**src/hw/rtl/bwva_pkg.sv**
```systemverilog
`timescale 1ns / 1ps
// ----------------------------------------------------------------------------
// bwva_pkg
// Widths, codes, state type and arithmetic helpers of the box width and
// velocity averager.
// ----------------------------------------------------------------------------
package bwva_pkg;

   localparam int COORD_BITS = 12;
   localparam int MAX_FRAMES = 256;
   localparam int COUNT_BITS = $clog2(MAX_FRAMES) + 1;
   localparam int BOXES_BITS = 8;
   localparam int RATE_BITS  = 16;
   localparam int DIST_BITS  = 24;
   localparam int CSR_BITS   = 24;
   localparam int FRAC_BITS  = 8;
   localparam int SUM_BITS   = 48;
   localparam int AVGW_BITS  = 27;
   localparam int AVGV_BITS  = 30;
   localparam int TERM_BITS  = 32;
   localparam int MUL_BITS   = DIST_BITS + RATE_BITS;
   localparam int DIV_BITS   = SUM_BITS;
   localparam int REM_BITS   = (COORD_BITS > COUNT_BITS) ? COORD_BITS : COUNT_BITS;
   localparam int CNT_BITS   = $clog2(DIV_BITS);

   localparam logic [CNT_BITS-1:0] DIST_LAST = CNT_BITS'(DIST_BITS - 1);
   localparam logic [CNT_BITS-1:0] MUL_LAST  = CNT_BITS'(RATE_BITS - 1);
   localparam logic [CNT_BITS-1:0] TERM_LAST = CNT_BITS'(TERM_BITS - 1);
   localparam logic [CNT_BITS-1:0] AVG_LAST  = CNT_BITS'(DIV_BITS - 1);

   localparam logic signed [SUM_BITS:0] AVGW_HI = (SUM_BITS + 1)'((1 << (AVGW_BITS - 1)) - 1);
   localparam logic signed [SUM_BITS:0] AVGW_LO = (SUM_BITS + 1)'(-(1 << (AVGW_BITS - 1)));
   localparam logic signed [SUM_BITS:0] AVGV_HI = (SUM_BITS + 1)'((1 << (AVGV_BITS - 1)) - 1);
   localparam logic signed [SUM_BITS:0] AVGV_LO = (SUM_BITS + 1)'(-(1 << (AVGV_BITS - 1)));

   localparam logic [BOXES_BITS-1:0] MIN_BOXES_RESET = BOXES_BITS'(3);
   localparam logic [RATE_BITS-1:0]  FRAME_RATE_RESET = RATE_BITS'(15422);
   localparam logic [DIST_BITS-1:0]  DIST_CONST_RESET = DIST_BITS'(6634426);

   typedef enum logic [1:0] {
      CSR_MIN_BOXES,
      CSR_FRAME_RATE,
      CSR_DIST_CONST
   } csr_index_type;

   typedef enum logic [3:0] {
      ST_IDLE,
      ST_DIST,
      ST_MUL_W,
      ST_DIV_W,
      ST_MUL_V,
      ST_DIV_V,
      ST_COMMIT,
      ST_AVG_W,
      ST_AVG_V,
      ST_RESP
   } state_type;

   function automatic logic signed [SUM_BITS-1:0] sat_add_sum(
      input logic signed [SUM_BITS-1:0] a,
      input logic signed [SUM_BITS-1:0] b
   );
      logic signed [SUM_BITS:0] s;
      s = {a[SUM_BITS-1], a} + {b[SUM_BITS-1], b};
      if (s[SUM_BITS] != s[SUM_BITS-1]) begin
         return s[SUM_BITS] ? {1'b1, {(SUM_BITS-1){1'b0}}} : {1'b0, {(SUM_BITS-1){1'b1}}};
      end
      return s[SUM_BITS-1:0];
   endfunction

   function automatic logic [SUM_BITS-1:0] abs_sum(input logic signed [SUM_BITS-1:0] s);
      return s[SUM_BITS-1] ? (~s + SUM_BITS'(1)) : s;
   endfunction

   function automatic logic signed [SUM_BITS:0] apply_sign(
      input logic [SUM_BITS-1:0] q,
      input logic                neg
   );
      logic signed [SUM_BITS:0] v;
      v = {1'b0, q};
      return neg ? -v : v;
   endfunction

   function automatic logic signed [AVGW_BITS-1:0] clamp_width(
      input logic signed [SUM_BITS:0] v
   );
      if (v > AVGW_HI) return AVGW_HI[AVGW_BITS-1:0];
      if (v < AVGW_LO) return AVGW_LO[AVGW_BITS-1:0];
      return v[AVGW_BITS-1:0];
   endfunction

   function automatic logic signed [AVGV_BITS-1:0] clamp_vel(
      input logic signed [SUM_BITS:0] v
   );
      if (v > AVGV_HI) return AVGV_HI[AVGV_BITS-1:0];
      if (v < AVGV_LO) return AVGV_LO[AVGV_BITS-1:0];
      return v[AVGV_BITS-1:0];
   endfunction

endpackage

```
**src/hw/rtl/box_width_velocity_average.sv**
```systemverilog
`timescale 1ns / 1ps
// ----------------------------------------------------------------------------
// box_width_velocity_average
// Per-chain box width and distance rate estimator on a bit-serial datapath.
// ----------------------------------------------------------------------------
// Usage: one request per video frame carries the averaged box edges, the
// match count and a last flag. A frame is valid when box_count reaches
// min_boxes. The frame marked last produces one response with the valid frame
// count, the average width rate, the average velocity and the zero width flag;
// the chain state then clears. Other frames produce no response.
// Timing: all arithmetic runs through one restoring divider (one quotient bit
// per cycle) and one shift-add multiplier (one multiplier bit per cycle).
// A frame divides the distance constant by its width; a valid frame after an
// earlier valid frame adds two multiplies and two divides for its rate terms.
// A last frame adds two divides for the averages and a load of the response.
// The next request is taken only once the block is back in idle.
// Reset clears the chain state, drops any pending response and restores the
// register defaults. A response waits in the output register while rsp_ready
// is low; further requests are still taken, and a following last frame holds
// in its final state until the output register frees. The user must write the
// csr_ registers only while the block is idle; the block does not enforce it.
// ----------------------------------------------------------------------------
module box_width_velocity_average
   import bwva_pkg::*;
(
   input  logic                         clock,
   input  logic                         reset,
   input  logic                         req_valid,
   output logic                         req_ready,
   input  logic [COORD_BITS-1:0]        req_box_left,
   input  logic [COORD_BITS-1:0]        req_box_right,
   input  logic [BOXES_BITS-1:0]        req_box_count,
   input  logic                         req_last,
   output logic                         rsp_valid,
   input  logic                         rsp_ready,
   output logic [COUNT_BITS-1:0]        rsp_useful_count,
   output logic signed [AVGW_BITS-1:0]  rsp_avg_width_rate,
   output logic signed [AVGV_BITS-1:0]  rsp_avg_velocity,
   output logic                         rsp_zero_width_flag,
   input  logic                         csr_write_en,
   input  logic [1:0]                   csr_index,
   input  logic [CSR_BITS-1:0]          csr_wdata
);

   state_type                   state_ff, state_in;
   logic [CNT_BITS-1:0]         cnt_ff, cnt_in;
   logic [COORD_BITS-1:0]       width_ff, width_in;
   logic                        valid_ff, valid_in;
   logic                        last_ff, last_in;
   logic [DIST_BITS-1:0]        dist_ff, dist_in;
   logic [DIV_BITS-1:0]         div_q_ff, div_q_in;
   logic [REM_BITS-1:0]         div_r_ff, div_r_in;
   logic [REM_BITS-1:0]         div_d_ff, div_d_in;
   logic [MUL_BITS-1:0]         mul_p_ff, mul_p_in;
   logic [DIST_BITS-1:0]        mul_m_ff, mul_m_in;
   logic                        neg_ff, neg_in;
   logic [COORD_BITS-1:0]       prev_width_ff, prev_width_in;
   logic [DIST_BITS-1:0]        prev_dist_ff, prev_dist_in;
   logic [COUNT_BITS-1:0]       gap_ff, gap_in;
   logic [COUNT_BITS-1:0]       vcount_ff, vcount_in;
   logic                        have_prev_ff, have_prev_in;
   logic signed [SUM_BITS-1:0]  wsum_ff, wsum_in;
   logic signed [SUM_BITS-1:0]  vsum_ff, vsum_in;
   logic                        zero_seen_ff, zero_seen_in;
   logic signed [AVGW_BITS-1:0] avg_w_ff, avg_w_in;
   logic signed [AVGV_BITS-1:0] avg_v_ff, avg_v_in;
   logic                        rsp_valid_ff, rsp_valid_in;
   logic [COUNT_BITS-1:0]       rsp_count_ff, rsp_count_in;
   logic signed [AVGW_BITS-1:0] rsp_avg_w_ff, rsp_avg_w_in;
   logic signed [AVGV_BITS-1:0] rsp_avg_v_ff, rsp_avg_v_in;
   logic                        rsp_flag_ff, rsp_flag_in;
   logic [BOXES_BITS-1:0]       min_boxes_ff, min_boxes_in;
   logic [RATE_BITS-1:0]        frame_rate_ff, frame_rate_in;
   logic [DIST_BITS-1:0]        dist_const_ff, dist_const_in;

   logic [COORD_BITS-1:0]       width_c;
   logic [REM_BITS:0]           rem_sh;
   logic [REM_BITS:0]           rem_diff;
   logic                        rem_ge;
   logic [REM_BITS-1:0]         div_r_step;
   logic [DIV_BITS-1:0]         div_q_step;
   logic [DIST_BITS:0]          mul_s;
   logic [MUL_BITS-1:0]         mul_p_step;
   logic [DIST_BITS-1:0]        dist_c;
   logic [COUNT_BITS-1:0]       gap_inc;
   logic [COUNT_BITS-1:0]       vcount_nx;
   logic signed [COORD_BITS:0]  dw;
   logic [COORD_BITS-1:0]       dw_mag;
   logic signed [DIST_BITS:0]   dd;
   logic [DIST_BITS-1:0]        dd_mag;
   logic signed [SUM_BITS:0]    term_full;
   logic signed [SUM_BITS-1:0]  term_c;
   logic signed [SUM_BITS:0]    avg_full;
   logic                        rsp_free;

   assign req_ready           = (state_ff == ST_IDLE);
   assign rsp_valid           = rsp_valid_ff;
   assign rsp_useful_count    = rsp_count_ff;
   assign rsp_avg_width_rate  = rsp_avg_w_ff;
   assign rsp_avg_velocity    = rsp_avg_v_ff;
   assign rsp_zero_width_flag = rsp_flag_ff;

   assign width_c = (req_box_right > req_box_left) ? (req_box_right - req_box_left) : '0;

   assign rem_sh     = {div_r_ff, div_q_ff[DIV_BITS-1]};
   assign rem_ge     = (rem_sh >= {1'b0, div_d_ff});
   assign rem_diff   = rem_sh - {1'b0, div_d_ff};
   assign div_r_step = rem_ge ? rem_diff[REM_BITS-1:0] : rem_sh[REM_BITS-1:0];
   assign div_q_step = {div_q_ff[DIV_BITS-2:0], rem_ge};

   assign mul_s      = {1'b0, mul_p_ff[MUL_BITS-1:RATE_BITS]}
                     + (mul_p_ff[0] ? {1'b0, mul_m_ff} : '0);
   assign mul_p_step = {mul_s, mul_p_ff[RATE_BITS-1:1]};

   assign dist_c  = (width_ff == '0) ? '1 : div_q_step[DIST_BITS-1:0];
   assign gap_inc = (have_prev_ff && (gap_ff < COUNT_BITS'(MAX_FRAMES)))
                  ? gap_ff + COUNT_BITS'(1) : gap_ff;
   assign vcount_nx = (valid_ff && (vcount_ff < COUNT_BITS'(MAX_FRAMES)))
                    ? vcount_ff + COUNT_BITS'(1) : vcount_ff;

   assign dw     = $signed({1'b0, width_ff}) - $signed({1'b0, prev_width_ff});
   assign dw_mag = dw[COORD_BITS] ? COORD_BITS'(-dw) : dw[COORD_BITS-1:0];
   assign dd     = $signed({1'b0, dist_ff}) - $signed({1'b0, prev_dist_ff});
   assign dd_mag = dd[DIST_BITS] ? DIST_BITS'(-dd) : dd[DIST_BITS-1:0];

   assign term_full = apply_sign({{(SUM_BITS-TERM_BITS){1'b0}}, div_q_step[TERM_BITS-1:0]},
                                 neg_ff);
   assign term_c    = $signed(term_full[SUM_BITS-1:0]);
   assign avg_full  = apply_sign(div_q_step, neg_ff);
   assign rsp_free  = !rsp_valid_ff || rsp_ready;

   always_comb begin
      state_in      = state_ff;
      cnt_in        = cnt_ff + CNT_BITS'(1);
      width_in      = width_ff;
      valid_in      = valid_ff;
      last_in       = last_ff;
      dist_in       = dist_ff;
      div_q_in      = div_q_ff;
      div_r_in      = div_r_ff;
      div_d_in      = div_d_ff;
      mul_p_in      = mul_p_ff;
      mul_m_in      = mul_m_ff;
      neg_in        = neg_ff;
      prev_width_in = prev_width_ff;
      prev_dist_in  = prev_dist_ff;
      gap_in        = gap_ff;
      vcount_in     = vcount_ff;
      have_prev_in  = have_prev_ff;
      wsum_in       = wsum_ff;
      vsum_in       = vsum_ff;
      zero_seen_in  = zero_seen_ff;
      avg_w_in      = avg_w_ff;
      avg_v_in      = avg_v_ff;
      rsp_valid_in  = rsp_valid_ff && !rsp_ready;
      rsp_count_in  = rsp_count_ff;
      rsp_avg_w_in  = rsp_avg_w_ff;
      rsp_avg_v_in  = rsp_avg_v_ff;
      rsp_flag_in   = rsp_flag_ff;
      min_boxes_in  = min_boxes_ff;
      frame_rate_in = frame_rate_ff;
      dist_const_in = dist_const_ff;

      if (csr_write_en) begin
         unique case (csr_index)
            CSR_MIN_BOXES:  min_boxes_in  = csr_wdata[BOXES_BITS-1:0];
            CSR_FRAME_RATE: frame_rate_in = csr_wdata[RATE_BITS-1:0];
            CSR_DIST_CONST: dist_const_in = csr_wdata[DIST_BITS-1:0];
            default: ;
         endcase
      end

      unique case (state_ff)
         ST_IDLE: begin
            if (req_valid) begin
               width_in = width_c;
               valid_in = (req_box_count >= min_boxes_ff);
               last_in  = req_last;
               div_q_in = {dist_const_ff, {(DIV_BITS-DIST_BITS){1'b0}}};
               div_r_in = '0;
               div_d_in = REM_BITS'(width_c);
               cnt_in   = '0;
               state_in = ST_DIST;
            end
         end
         ST_DIST: begin
            div_q_in = div_q_step;
            div_r_in = div_r_step;
            if (cnt_ff == DIST_LAST) begin
               dist_in = dist_c;
               gap_in  = gap_inc;
               cnt_in  = '0;
               if (valid_ff && have_prev_ff) begin
                  neg_in   = dw[COORD_BITS];
                  mul_m_in = {{(DIST_BITS-COORD_BITS){1'b0}}, dw_mag};
                  mul_p_in = {{DIST_BITS{1'b0}}, frame_rate_ff};
                  state_in = ST_MUL_W;
               end else begin
                  state_in = ST_COMMIT;
               end
            end
         end
         ST_MUL_W: begin
            mul_p_in = mul_p_step;
            if (cnt_ff == MUL_LAST) begin
               div_q_in = {mul_p_step[TERM_BITS-1:0], {(DIV_BITS-TERM_BITS){1'b0}}};
               div_r_in = '0;
               div_d_in = REM_BITS'(gap_ff);
               cnt_in   = '0;
               state_in = ST_DIV_W;
            end
         end
         ST_DIV_W: begin
            div_q_in = div_q_step;
            div_r_in = div_r_step;
            if (cnt_ff == TERM_LAST) begin
               wsum_in  = sat_add_sum(wsum_ff, term_c);
               neg_in   = dd[DIST_BITS];
               mul_m_in = dd_mag;
               mul_p_in = {{DIST_BITS{1'b0}}, frame_rate_ff};
               cnt_in   = '0;
               state_in = ST_MUL_V;
            end
         end
         ST_MUL_V: begin
            mul_p_in = mul_p_step;
            if (cnt_ff == MUL_LAST) begin
               div_q_in = {mul_p_step[FRAC_BITS +: TERM_BITS],
                           {(DIV_BITS-TERM_BITS){1'b0}}};
               div_r_in = '0;
               cnt_in   = '0;
               state_in = ST_DIV_V;
            end
         end
         ST_DIV_V: begin
            div_q_in = div_q_step;
            div_r_in = div_r_step;
            if (cnt_ff == TERM_LAST) begin
               vsum_in  = sat_add_sum(vsum_ff, term_c);
               state_in = ST_COMMIT;
            end
         end
         ST_COMMIT: begin
            if (valid_ff) begin
               vcount_in     = vcount_nx;
               prev_width_in = width_ff;
               prev_dist_in  = dist_ff;
               gap_in        = '0;
               have_prev_in  = 1'b1;
               if (width_ff == '0) begin
                  zero_seen_in = 1'b1;
               end
            end
            cnt_in = '0;
            if (!last_ff) begin
               state_in = ST_IDLE;
            end else if (vcount_nx == '0) begin
               avg_w_in = '0;
               avg_v_in = '0;
               state_in = ST_RESP;
            end else begin
               div_q_in = abs_sum(wsum_ff);
               div_r_in = '0;
               div_d_in = REM_BITS'(vcount_nx);
               neg_in   = wsum_ff[SUM_BITS-1];
               state_in = ST_AVG_W;
            end
         end
         ST_AVG_W: begin
            div_q_in = div_q_step;
            div_r_in = div_r_step;
            if (cnt_ff == AVG_LAST) begin
               avg_w_in = clamp_width(avg_full);
               div_q_in = abs_sum(vsum_ff);
               div_r_in = '0;
               neg_in   = vsum_ff[SUM_BITS-1];
               cnt_in   = '0;
               state_in = ST_AVG_V;
            end
         end
         ST_AVG_V: begin
            div_q_in = div_q_step;
            div_r_in = div_r_step;
            if (cnt_ff == AVG_LAST) begin
               avg_v_in = clamp_vel(avg_full);
               state_in = ST_RESP;
            end
         end
         ST_RESP: begin
            if (rsp_free) begin
               rsp_valid_in  = 1'b1;
               rsp_count_in  = vcount_ff;
               rsp_avg_w_in  = avg_w_ff;
               rsp_avg_v_in  = avg_v_ff;
               rsp_flag_in   = zero_seen_ff;
               prev_width_in = '0;
               prev_dist_in  = '0;
               gap_in        = '0;
               vcount_in     = '0;
               have_prev_in  = 1'b0;
               wsum_in       = '0;
               vsum_in       = '0;
               zero_seen_in  = 1'b0;
               state_in      = ST_IDLE;
            end
         end
         default: begin
            state_in = ST_IDLE;
         end
      endcase
   end

   always_ff @(posedge clock) begin
      if (reset) begin
         state_ff      <= ST_IDLE;
         rsp_valid_ff  <= 1'b0;
         prev_width_ff <= '0;
         prev_dist_ff  <= '0;
         gap_ff        <= '0;
         vcount_ff     <= '0;
         have_prev_ff  <= 1'b0;
         wsum_ff       <= '0;
         vsum_ff       <= '0;
         zero_seen_ff  <= 1'b0;
         min_boxes_ff  <= MIN_BOXES_RESET;
         frame_rate_ff <= FRAME_RATE_RESET;
         dist_const_ff <= DIST_CONST_RESET;
      end else begin
         state_ff      <= state_in;
         rsp_valid_ff  <= rsp_valid_in;
         prev_width_ff <= prev_width_in;
         prev_dist_ff  <= prev_dist_in;
         gap_ff        <= gap_in;
         vcount_ff     <= vcount_in;
         have_prev_ff  <= have_prev_in;
         wsum_ff       <= wsum_in;
         vsum_ff       <= vsum_in;
         zero_seen_ff  <= zero_seen_in;
         min_boxes_ff  <= min_boxes_in;
         frame_rate_ff <= frame_rate_in;
         dist_const_ff <= dist_const_in;
      end
   end

   always_ff @(posedge clock) begin
      cnt_ff       <= cnt_in;
      width_ff     <= width_in;
      valid_ff     <= valid_in;
      last_ff      <= last_in;
      dist_ff      <= dist_in;
      div_q_ff     <= div_q_in;
      div_r_ff     <= div_r_in;
      div_d_ff     <= div_d_in;
      mul_p_ff     <= mul_p_in;
      mul_m_ff     <= mul_m_in;
      neg_ff       <= neg_in;
      avg_w_ff     <= avg_w_in;
      avg_v_ff     <= avg_v_in;
      rsp_count_ff <= rsp_count_in;
      rsp_avg_w_ff <= rsp_avg_w_in;
      rsp_avg_v_ff <= rsp_avg_v_in;
      rsp_flag_ff  <= rsp_flag_in;
   end

endmodule

```
**config.mk**
```make
export PLATFORM = sky130hd
export DESIGN_NAME = box_width_velocity_average
export DESIGN_NICKNAME = d
export VERILOG_FILES = /design/src/hw/rtl/bwva_pkg.sv /design/src/hw/rtl/box_width_velocity_average.sv
export SDC_FILE = /design/constraint.sdc
export NUM_CORES = 2
export LEC_CHECK = 0
export ABC_CLOCK_PERIOD_IN_PS = 8400
export BUFFER_PORTS_ARGS = -buffer_cell sky130_fd_sc_hd__buf_2
export CORE_UTILIZATION = 50
export CTS_BUF_LIST = sky130_fd_sc_hd__clkbuf_2
export DETAILED_ROUTE_END_ITERATION = 10
export MAX_ROUTING_LAYER = met4
export PLACE_DENSITY_LB_ADDON = 0.05
export REMOVE_ABC_BUFFERS = 1
export SETUP_SLACK_MARGIN = 0.05
export SLEW_MARGIN = 5
export SYNTH_ARGS = -nofsm -noshare
export SYNTH_HDL_FRONTEND = slang
export SYNTH_SLANG_ARGS = --single-unit
```
**constraint.sdc**
```tcl
create_clock -name clock -period 8.4 [get_ports clock]
set_input_delay 0.84 -clock clock [delete_from_list [all_inputs] [get_ports clock]]
set_output_delay 0.84 -clock clock [all_outputs]
set_load 0.02 [all_outputs]
```
==> impl_summary.md <==
Outcome
The flow ran to the end, and the final reports show no timing, DRC or antenna violations.

Power
The worst-case vdd ir drop is about 210 uV. The power density normalized to cell area is approximately 300 nW/um^2. Internal power comes to about 6000 uW. The combinational fraction of design power is 0.491. The share of total power dissipated in the clock network is 0.175. The static leakage is ~0.015 uW. The analysis attributes to net switching a power of about 5200 uW.

The share of total power in sequential cells is 0.335. The fraction of power spent switching nets is 0.465.

Timing
Derived from the worst setup path, the maximum achievable clock frequency is between 100 and 150 MHz. At the pin with the least slew margin, the transition time is between 1 and 1.5 ns. The remaining max-slew budget at the tightest pin is 0.211. Across all setup checks in the final design, the least slack found is 0.456 ns. The post-route clock period utilization is 0.946. The post-route clock skew is 0.121 ns. Setup repair after global routing left no endpoint under its margin. The final hold violation count came to 0. Setup violations remaining at the end of the flow were counted as 0. The count of pins over their slew limit is 0. Subtracting the final worst setup slack from the clock period gives roughly 7.9 ns.

Worst setup path
In this run the register-to-register setup slack is 0.46 ns. STA classifies the critical path startpoint as a flop. The number of buffers and inverters on the critical path is 3.

The data required time of the worst path is about 9.6 ns. The slowest cell on the critical path is or4b_4. The type of the worst setup path is flop to flop.

In this run the worst path has a maximum fanout of 26. The arrival time at the worst endpoint is 9.11 ns. The cell type group with the largest total delay on the critical path is compound AO/OA/AOI/OAI gates. The delay of the slowest cell on the worst path is 0.52 ns. STA classifies the critical path endpoint as a flop.

Synth
Of the post-synthesis cell area, the dominant cell type holds 0.271. The xor/xnor cell area share of the yosys netlist is 0.0892. The count of flip-flops with a built-in enable after synthesis is 299. The number of distinct library cells after synthesis is about 100. During synthesis, Yosys emitted a total of 0 warnings. In the post-synthesis netlist, the biggest area contributors are edfxtp_1, dfxtp_1, ha_1, nand2_1, o21ai_0. After synthesis, the largest family of logic cells by area is compound AO/OA/AOI/OAI gates. The compound-cell area share of the yosys netlist is 0.202. The synthesized-area fraction occupied by and/or/nand/nor cells is 0.182. Synthesis handed over a netlist of around 3800 instances. Of the total synthesized cell area, the portion taken by full adders, half adders and majority gates is 0.0786. For this run, asynchronously set or reset flops after synthesis account for 0. edfxtp_1 takes more of the synthesized area than any other cell. The share of the yosys chip area belonging to registers is 0.398.

After synthesis the cells add up to around 33000 sq um. The number of synthesized register bits is between 500 and 600. The primary flip-flop cell chosen by synthesis mapping is edfxtp_1. Dividing the synthesized area by the synthesized cell count gives between 8 and 9 sq um. The post-synthesis mux area share is 0.00909.

Clock tree
Clock tree synthesis inserted a total of around 150 buffers. After clock tree synthesis, the clock-pin slew on the worst setup and hold paths is 0.09 ns. The clock root buffer master is clkbuf_2. TritonCTS built the clock tree. The sink count of the clock tree is between 500 and 600.

The clock reaches the later pin of the worst-skew pair after about 1.4 ns. The H-tree was split into 4 levels. The maximum number of buffers from clock root to sink is 3.

Cells and area
In the final layout, the share of cells above drive strength 1 is 0.128. The net count of the finished layout is around 4200. The final design utilization is 0.559. Relative to the synthesized area, the layout overhead comes to 10.7%. The sequential cell area is 13200 sq um. In the layout the commonest cells are nand2_1, nor2_1, edfxtp_1. The multi-input logic area is 18700 sq um. Leaving out fill and tap cells, the most frequent cell in the layout is nand2_1.

For this run, the number of standard cells in the final layout without fillers is roughly 5000. The number of fill cells is ~6200.

Global routing
The final global-route overflow total is 0. The number of global-route vias before repair is 28600. The initial antenna violation count is 3. The largest net degree at the start of global routing is 62. The first global-routing pass estimated approximately 170000 um of wire.

In the global route stage, overall resource usage came out at 0.331.

Detailed routing
The via-per-instance ratio is around 6.0. The total wirelength of the detailed-routed design is between 100000 and 150000 um. The detailed-route DRC error count is 0.

The detailed-route wire length per cell is roughly 22 um. The number of iterations in the first detailed-routing pass is 8. For this block, the initial DRC count from the detailed router was between 2000 and 2500. The number of vias in the routed layout is between 20000 and 30000.

The remaining number of nets flagged by the antenna check after routing is 0.

Floorplan
The floorplan step set the die height to between 200 and 300 um. The die covers about 67000 sq um. For this configuration, the core starts out at a cell density of 0.505. In this run the count of I/O pins placed on the die edge is roughly 130.

After floorplanning, the core was divided into 94 placement rows. The area inside the core boundary is around 66000 sq um. The die span in x is between 200 and 300 um.

Worst hold path
The worst hold path belongs to the class input pin to flop.

Place
The number of placed instances with taps included is 4651. The congestion estimate from routability-driven global placement came to ~1. Input and output buffers added on the ports amount to ~130. OpenSTA, run right after detailed placement, puts the worst setup slack at 0.126 ns. After legalization and detailed placement, the total HPWL measured approximately 82000 um.

Flow run
Across the run, the number of max-cap violations was 0.
-- flip-flops by register name, indices dropped and copies added, names as in the netlist, 12 cells and up --
name,flops
rsp_avg_width_rate,27
prev_dist_ff,24
div_q_ff,48
mul_p_ff,40
avg_v_ff,30
dist_const_ff,24
width_ff,12
avg_w_ff,27
wsum_ff,48
prev_width_ff,12
frame_rate_ff,16
div_d_ff,12
mul_m_ff,24
vsum_ff,48
div_r_ff,12
rsp_avg_velocity,30
dist_ff,24
-- power groups by stage --
stage	clock network (uW)	logic (uW)	registers (uW)
after floorplan	0	3640	3590
after global placement	0	5270	3770
after detailed placement	0	5330	3770
after CTS	2010	5380	3720
after global routing	2130	5980	3760
final	1950	5480	3740
-- final timing paths --
path	cells past startpoint	start	end
hold / removal	5	req_box_left[11]	width_ff[11]
setup / recovery	30	div_r_ff[2]	wsum_ff[18]
setup reg to reg	30	div_r_ff[2]	wsum_ff[18]
hold reg to reg	0	avg_w_ff[11]	rsp_avg_width_rate[11]
-- synthesized netlist by cell type (77+ instances only) --
library cell,instances
nand3_1,119
edfxtp_1,299
o21ai_0,300
a21o_1,77
clkbuf_1,141
nor2_1,333
dfxtp_1,211
inv_1,171
a21oi_1,294
ha_1,194
xnor2_1,169
nand2_1,426
xor2_1,169
-- area by class of cell --
type                    count  area share
diodes                      6    0.000409
multi-input cells        2910       0.510
repair buffers            243      0.0451
inverters                 174      0.0178
flip-flops and latches    510       0.359
well taps                 864      0.0294
clock inverters            43     0.00794
clock buffers             219      0.0298
-- worst register-to-register path: cells and delay by family, from the launching register on --
family	cells	cell delay [ns]
multiplexers	1	0.16
buffers and inverters	3	0.46
adder cells (fa/ha/maj)	3	0.97
AND/OR/NAND/NOR	8	2.62
flip-flops	1	0.41
AO/OA/AOI/OAI	14	2.96
XOR/XNOR	1	0.24
-- kinds of logic (layout without fill, tap and decap cells) --
kind of cell,count (synthesis),count (layout)
AND/OR/NAND/NOR,1264,1264
AO/OA/AOI/OAI,1074,1074
flip-flops,510,510
buffers and inverters,349,679
XOR/XNOR,338,339
adder cells (fa/ha/maj),205,205
multiplexers,28,28
other,0,6
-- repair_timing --
action | 4_1_cts | 5_1_grt
pin swaps | 0 | 4
resized for setup | 1 | 12
hold buffers | 46 | 0
cloned | 0 | 2
hold endpoints to repair | 80 | 0
setup buffers | 0 | 2
setup endpoints to repair | 15 | 94
-- routing by layer --
metal  global-route usage  share of wire
met1                0.432           0.44
met2                0.500           0.45
met3               0.0565          0.064
met4                0.154          0.043
met5                    -              0
-- through the flow --
step	hold WS (ns)	total power, uW	setup TNS [ns]	cell area, sq um
after floorplan	0.400	7230	-7.60	32500
after global placement	0.402	9040	0	34800
after detailed placement	0.405	9100	0	34800
after CTS	0.0200	11100	0	36600
after global routing	0.0788	11900	0	36700
final	0.171	11200	0	36700
Note: power is estimated with default switching activity, not from simulation.
